<file path="src/design/fqr_pkg.sv">
// Shared constants and request/status codes for the rotating FIFO queue.
`default_nettype none

package fqr_pkg;

    // Fixed field widths of the request and result beats.
    localparam int ACT_W  = 2;
    localparam int VAL_W  = 32;
    localparam int AMT_W  = 16;
    localparam int STAT_W = 2;
    localparam int OCC_W  = 9;

    // Request codes.
    localparam logic [ACT_W-1:0] ACT_ENQ = 2'd0;
    localparam logic [ACT_W-1:0] ACT_DEQ = 2'd1;
    localparam logic [ACT_W-1:0] ACT_ROT = 2'd2;

    // Status codes.
    localparam logic [STAT_W-1:0] ST_OK    = 2'd0;
    localparam logic [STAT_W-1:0] ST_EMPTY = 2'd1;
    localparam logic [STAT_W-1:0] ST_FULL  = 2'd2;

    // Value returned by a dequeue from an empty queue.
    localparam logic [VAL_W-1:0] EMPTY_VALUE = '1;

endpackage

`default_nettype wire

</file>
<file path="src/design/fqr_mod.sv">
// Bit-serial remainder unit: rotate amount modulo the current item count.
`default_nettype none

module fqr_mod #(
    parameter int CW = 9
) (
    input  wire                        i_clk,
    input  wire                        i_rst_n,
    input  wire                        i_start,
    input  wire  [fqr_pkg::AMT_W-1:0]  i_dividend,
    input  wire  [CW-1:0]              i_divisor,
    output logic                       o_done,
    output logic [CW-1:0]              o_rem
);

    localparam int BW = $clog2(fqr_pkg::AMT_W);

    logic                       r_busy;
    logic                       r_done;
    logic [BW-1:0]              r_bit;
    logic [fqr_pkg::AMT_W-1:0]  r_dvd;
    logic [CW-1:0]              r_rem;
    logic [CW:0]                shifted;
    logic [CW:0]                reduced;

    // One restoring step: bring in the next dividend bit, subtract if it fits.
    always_comb begin
        shifted = {r_rem, r_dvd[r_bit]};
        reduced = (shifted >= {1'b0, i_divisor}) ? (shifted - {1'b0, i_divisor}) : shifted;
    end

    // Control: one dividend bit per cycle, most significant first.
    always_ff @(posedge i_clk) begin
        if (!i_rst_n) begin
            r_busy <= 1'b0;
            r_done <= 1'b0;
        end else begin
            r_done <= 1'b0;
            if (i_start) begin
                r_busy <= 1'b1;
            end else if (r_busy && r_bit == '0) begin
                r_busy <= 1'b0;
                r_done <= 1'b1;
            end
        end
    end

    // Datapath registers.
    always_ff @(posedge i_clk) begin
        if (i_start) begin
            r_dvd <= i_dividend;
            r_rem <= '0;
            r_bit <= BW'(fqr_pkg::AMT_W - 1);
        end else if (r_busy) begin
            r_rem <= reduced[CW-1:0];
            r_bit <= r_bit - 1'b1;
        end
    end

    assign o_done = r_done;
    assign o_rem  = r_rem;

endmodule

`default_nettype wire

</file>
<file path="config.mk">
export PLATFORM = sky130hd
export DESIGN_NAME = fqr_mod
export DESIGN_NICKNAME = d
export VERILOG_FILES = /design/src/design/fqr_pkg.sv /design/src/design/fqr_mod.sv
export SDC_FILE = /design/constraint.sdc
export NUM_CORES = 1
export LEC_CHECK = 0
export ABC_AREA = 1
export BUFFER_PORTS_ARGS = -buffer_cell sky130_fd_sc_hd__buf_2
export CORE_ASPECT_RATIO = 1.1
export CORE_MARGIN = 10
export CORE_UTILIZATION = 40
export CTS_CLUSTER_DIAMETER = 60
export DETAILED_ROUTE_END_ITERATION = 16
export PLACE_DENSITY = 0.63
export SLEW_MARGIN = 20
export SYNTH_ARGS = -nofsm -noshare
export SYNTH_HDL_FRONTEND = slang
export SYNTH_SLANG_ARGS = --single-unit
</file>
<file path="constraint.sdc">
create_clock -name i_clk -period 5.9 [get_ports i_clk]
set_clock_uncertainty 0.05 [all_clocks]
set_input_delay 0.295 -clock i_clk [delete_from_list [all_inputs] [get_ports i_clk]]
set_output_delay 0.295 -clock i_clk [all_outputs]
set_load 0.005 [all_outputs]
</file>
==> out/results.tsv, run 1 <==
metric	value	unit
CP cell instances	inv_2, nand2_1, nand3_1, nand2_1, nand2_1, nand3_1, and2_1, ha_1, fa_1, inv_1, nand2_1, nand3_2, a21oi_2, nand3_1, nand2_1, a21oi_1	
Slew Limit Fails	0	
clock root cell	clkbuf_8	
register area share after synthesis	0.425	
drt wl/cell	11.9	um
WP data required	5.99	ns
adder-cell share of the synthesized area	0.0859	
Worst Path Arrival	2.79	ns
CP endpoint kind	flip-flop	
power share of the combinational group	0.148	
Clock transition at path regs	0.07	ns
met3 WL	249	um
DRT Wirelength	4.06	mm
final setup fails	0	
xor/xnor share of the synthesized area	0.0191	
CTS Buf Count	5	
most frequent CP cell	nand2_1	
slowest CP cell	dfxtp_1	
DR WL met2	1.89	mm
diode count	0	
WP buf/inv	2	
PD cells	243	nW/um^2
mux contribution to synthesized area	0	
Die Y	91.0	um
Pint	399	uW
first-pass GRT wire length	7.17	mm
cts repair resizes	0	
Synth Area in Simple Gates	0.330	
Core ar.	4380	sq um
leakage power	1.13	nW
crit path max fanout	11	
Global Route Usage Sum	0.110	
multi-input logic area	903	sq um
outcome	complete, no violations	
Clock Latency Late Sink	0.28	ns
DIE WIDTH	84.6	um
Synthesis Warnings	0	
Post-Syn Instances	245	
Crit Path Class	reg2reg	
Tmin final	2.70	ns
Synth area leader	edfxtp_1	
CTS tree	built	
Setup TNS Final	0	ns
M1 WL	1.84	mm
top cells by area, synth	edfxtp_1, nand2_1, dfxtp_1, nand3_1, ha_1	
Hold-fix buffers, CTS	0	
Syn Std Cell Area	1840	sq um
Critical Path Start Type	flip-flop	
Port Buffers	37	
drt pass-1 iters	4	
Hold/Removal Path Class	in2reg	
DRT antenna net count	0	
Clock Sinks	31	
worst hold-check slack	0.134	ns
most frequent cells in the layout	nand2_1, buf_2, inv_1	
Cell Rows	25	
final hold vios	0	
Largest stage delay, worst path	0.49	ns
clock network fraction of total power	0.381	
initial antenna violation count	0	
Die ar.	7700	sq um
final HPWL from detailed placement	3.06	mm
slew margin rel.	0.626	
sw power	131	uW
DRT iter0 DRCs	80	
RSZ-0062 raised after global routing	false	
vias per std cell	4.76	
htree depth	2	
Final Total Pwr	530	uW
VDD IR-drop max	159	uV
Max Cap Violations	0	
DRC Markers	0	
DR vias	1617	
largest family of logic cells by synthesized area	simple AND/OR/NAND/NOR gates	
syn_nets	285	
GR Overflow Total	0	
crit share post-route	0.457	
RePlAce Congestion	0.830	
Sw Ratio	0.248	
Boundary Pins	38	
sequential share of power	0.471	
commonest non-fill, non-tap cell in the layout	nand2_1	
clk buf depth	2	
largest net degree at the start of global routing	30	
Post-Syn Area per Cell	7.49	sq um
Max Clk Rate	0.371	GHz
Starting Density	0.419	
uppermost layer routed	met4	
vias in the first global route	1625	
Netlist cell types	27	
Syn-to-layout area delta	18.7	%
post-synth top area share	0.262	
post-CTS setup buffer count	0	
layout cells sized above 1	0.192	
post-synthesis register bit count	31	
critical path's top delay family	simple AND/OR/NAND/NOR gates	
fillers	432	
Reg area	781	sq um
measured slew at the worst slew-check pin	0.561	ns
nets	325	
Compound-Gate Fraction of Synth Area	0.0573	
## cell families after synthesis
family | after synthesis
fa+ha+maj | 12
xor+xnor | 4
buf+inv | 40
compound gates | 19
flops | 31
simple gates | 139
## path summary, 6_finish.rpt
check	to	depth (start not counted)	slack [ns]	startpoint
worst max register to register	o_rem[0]	16	3.20	r_bit[0]
worst min register to register	o_rem[7]	2	0.45	o_rem[7]
worst min-delay path	r_dvd[15]	1	0.13	i_dividend[15]
worst max-delay path	o_rem[0]	16	3.20	r_bit[0]
## cells in the mapped netlist, drive strengths merged
| library cell | number |
|---|---|
| a21boi | 1 |
| a21oi | 15 |
| and2 | 1 |
| buf | 1 |
| clkbuf | 3 |
| dfxtp | 15 |
| edfxtp | 16 |
| fa | 1 |
| ha | 11 |
| inv | 36 |
| nand2 | 88 |
| nand3 | 29 |
| nand3b | 1 |
| nand4 | 1 |
| nor2 | 16 |
| nor3 | 1 |
| nor4 | 1 |
| o21ai | 3 |
| or2 | 1 |
| xnor2 | 1 |
| xor2 | 3 |
## power by group through the flow
stage | logic, mW | clock network (mW) | registers [mW]
floorplan | 0.0569 | 0 | 0.249
global placement | 0.0784 | 0 | 0.254
detailed placement | 0.0785 | 0 | 0.254
CTS | 0.0795 | 0.207 | 0.249
global route | 0.0926 | 0.218 | 0.251
finish | 0.0786 | 0.202 | 0.249
## routing by layer
metal	GRT usage	up-vias
met3	0.0384	8
met2	0.179	38
met1	0.129	709
met5	0	-
li1	-	862
met4	0.0440	0
## sequential cells by signal (all words and copies together), names as in the netlist
| signal | cells |
|---|---|
| r_bit | 4 |
| r_busy | 1 |
| r_dvd | 16 |
| o_done | 1 |
| o_rem | 9 |
## cell type report
type | instances | share of cell area
clock buffers | 7 | 0.0350
clock inverters | 1 | 0.0138
inverters | 36 | 0.0620
multi-input cells | 174 | 0.415
flip-flops and latches | 31 | 0.358
well taps | 54 | 0.0310
repair buffers | 37 | 0.0850
## per-stage QoR
step,utilization,worst slack [ns],instance area [sq um],cells
2_1_floorplan,-,3.57,1840,245
3_3_place_gp,0.473,3.27,2070,332
3_5_place_dp,0.473,3.18,2070,332
4_1_cts,0.497,3.16,2180,340
5_1_grt,0.497,2.90,2180,340
6_report,0.497,3.20,2180,340
Power figures use the tool's default switching activity.
==> inputs of run 2 (changes only) <==
ABC_AREA = 0   (was 1)
PLACE_DENSITY = 0.64   (was 0.63)
clock period = 2.6 ns   (was 5.9 ns; I/O delays follow)
==> run 2 against run 1 <==
Net effect: the run now ends with negative setup slack left; critical path depth decreased by 6; clock power increased to 2.8 times the previous value; worst hold slack got worse by 0.11 ns; critical path type unchanged; largest cell class unchanged; largest power group unchanged.
==> out/results.tsv, run 2 <==
metric	value	unit	change
vias per std cell	5.34		+12%
layout cells sized above 1	0.363		+0.170
ys flop type	edfxtp_1		
Area after DPL	2120	sq um	+2.4%
crit share post-route	1.11		+0.655
Syn-to-layout area delta	41.0	%	
RSZ-0062 raised after global routing	true		
most frequent CP cell	mux4_2		
Slew Limit Fails	0		unchanged
most common library cells after synthesis	edfxtp_1, dfxtp_1, inv_1		
Crit Path Class	reg2reg		
first-pass GRT wire length	7.71	mm	+7.5%
drt wl/cell	15.7	um	+31%
Tmin final	2.89	ns	+0.193 ns
clock root cell	clkbuf_8		
slowest CP cell	a211oi_4		
final hold vios	0		unchanged
commonest non-fill, non-tap cell in the layout	buf_2		
RePlAce Congestion	0.784		-5.5%
top cells by area, synth	edfxtp_1, dfxtp_1, ha_1, mux4_2, inv_1		
GR Overflow Total	0		unchanged
final design area excluding fillers	2550	sq um	+17%
failing checks	negative setup slack		
DRT iter0 DRCs	106		+33%
diode count	0		unchanged
htree depth	2		unchanged
Cell Rows	25		unchanged
Worst Path Arrival	3.04	ns	+0.25 ns
Global Route Usage Sum	0.122		+0.0121
drt pass-1 iters	4		unchanged
Boundary Pins	38		unchanged
nets	279		-14%
Post-Syn Area per Cell	10.6	sq um	+41%
CP cell instances	mux4_2, mux4_2, inv_2, ha_4, fa_2, nand2b_4, a211oi_4, o21ai_4, a211o_1, a311oi_2		
WP data required	2.75	ns	-3.24 ns
Hold/Removal Path Class	in2reg		
CTS tree	built		
Syn Std Cell Area	1810	sq um	-1.6%
PD cells	595	nW/um^2	+140%
post-synthesis register bit count	31		unchanged
DRT Wirelength	4.61	mm	+14%
outcome	finished with violations		
Clock Latency Late Sink	0.28	ns	about the same
Final Total Pwr	1.52	mW	+190%
Clock transition at path regs	0.06	ns	about the same
RR Endpoint	o_rem[8]		
DRT antenna net count	0		unchanged
Largest stage delay, worst path	0.40	ns	-0.09 ns
final HPWL from detailed placement	3.10	mm	+1.4%
vias in the first global route	1588		-2.3%
setup slack after layout	-0.291	ns	-3.49 ns
Starting Density	0.416		-0.00360
post-synth top area share	0.266		+0.00417
initial antenna violation count	0		unchanged
Post-Syn Instances	171		-30%
Netlist cell types	46		+70%
Critical R2R Launch	r_bit[0]		
register area share after synthesis	0.432		+0.00678
DR vias	1569		-3.0%
Max Clk Rate	0.346	GHz	-6.7%
Die Y	90.5	um	-0.62%
measured slew at the worst slew-check pin	0.661	ns	+0.0996 ns
EDFF count, synth	16		unchanged
max reg flops	16		unchanged
Clock Sinks	31		unchanged
DRC Markers	0		unchanged
Max Cap Violations	0		unchanged
final setup fails	9		+9
Place WS	-0.492	ns	-3.68 ns
r2r setup slk	-0.29	ns	-3.49 ns
HP Start	i_rst_n		
clk buf depth	2		unchanged
slew margin rel.	0.559		-0.0670
Core ar.	4350	sq um	-0.71%
most frequent cell after synthesis	edfxtp_1		
reg2reg path depth	10		-6
CP startpoint	r_bit[0]		
leakage power	1.10	nW	-2.9%
syn_nets	211		-26%
DIE WIDTH	84.1	um	-0.60%
CTS Buf Count	5		unchanged
Synthesis Warnings	0		unchanged
Most flops, register	r_dvd		
crit path max fanout	6		-5
Worst Hold Depth	3		+2
largest net degree at the start of global routing	30		unchanged
Port Buffers	37		unchanged
Synth area leader	edfxtp_1		
post-synthesis async set-or-reset flop share	0		unchanged
most frequent cells in the layout	buf_2, dlygate4sd3_1, edfxtp_1		
Hold Crit Endpoint	o_done		
Die ar.	7610	sq um	-1.2%
CP endpoint kind	flip-flop		
Critical Path Start Type	flip-flop		
VDD IR-drop max	406	uV	+160%
==> run 2: cell types whose count changed after synthesis, moves of 3 or more <==
| cell | previous run | this run |
|---|---|---|
| nand2b_1 | 0 | 6 |
| nand3_1 | 28 | 8 |
| nand2_2 | 4 | 0 |
| xnor2_1 | 1 | 4 |
| a311oi_1 | 0 | 4 |
| mux4_2 | 0 | 5 |
| inv_1 | 35 | 13 |
| nor2b_1 | 0 | 5 |
| nand2_1 | 83 | 10 |
| a21oi_1 | 13 | 8 |
==> run 2: metal layers <==
layer	up-vias	wire length, um	GRT usage
li1	773	-	-
met1	744	1870	0.137
met2	48	2370	0.205
met3	4	338	0.0478
met4	0	29	0.0405
met5	-	0	0
==> run 2: through the flow <==
stage          setup TNS [ns]   util  hold WS (ns)  cells
2_1_floorplan           -1.01      -         0.179    171
3_3_place_gp            -3.69  0.488         0.256    266
3_5_place_dp            -4.10  0.488         0.258    266
4_1_cts                 -1.86  0.568        0.0139    292
5_1_grt                 -3.22  0.586        0.0316    294
6_report                -2.12  0.586        0.0204    294
==> run 2: area by class of cell <==
cell class / count / area (sq um)
clock buffers: 6 / 72.6
clock inverters: 2 / 60.1
fillers: 381 / 1800
inverters: 13 / 48.8
multi-input cells: 121 / 1060
flip-flops and latches: 31 / 786
well taps: 54 / 67.6
repair buffers: 67 / 454
==> run 2: cells by family after synthesis <==
logic type,count (synthesis),share of synthesized area
simple gates,54,0.156
compound gates,41,0.172
flops,31,0.432
buf+inv,20,0.0505
fa+ha+maj,12,0.0873
mux,7,0.0734
xor+xnor,6,0.0291
==> run 2: power breakdown <==
part           total (mW)  internal [mW]  switching [mW]
Clock               0.557          0.383           0.174
Combinational       0.373          0.188           0.185
Sequential          0.585          0.554          0.0315
Total                1.52           1.12           0.391
==> run 2: critical path, delay by kind of cell, from the launching register on <==
kind            cells  cell delay (ns)
compound gates      4             1.09
mux                 2             0.59
fa+ha+maj           2             0.50
flops               1             0.37
simple gates        1             0.16
buf+inv             1             0.05
==> run 2: how the worst max path moves through the flow <==
stage          endpoint  slack, ns  depth (start not counted)
2_1_floorplan  o_rem[5]      -0.18                         12
3_3_place_gp   o_rem[0]      -0.46                         11
3_5_place_dp   o_rem[2]      -0.49                         10
4_1_cts        o_rem[8]      -0.26                         10
5_1_grt        o_rem[5]      -0.41                         11
6_report       o_rem[8]      -0.29                         10
==> run 2: what timing repair did <==
item,CTS,global route
hold buffers,16,0
setup buffers,2,2
cloned,1,0
pin swaps,15,8
resized for setup,11,14
endpoints found under the setup margin,9,9
hold endpoints to repair,16,0
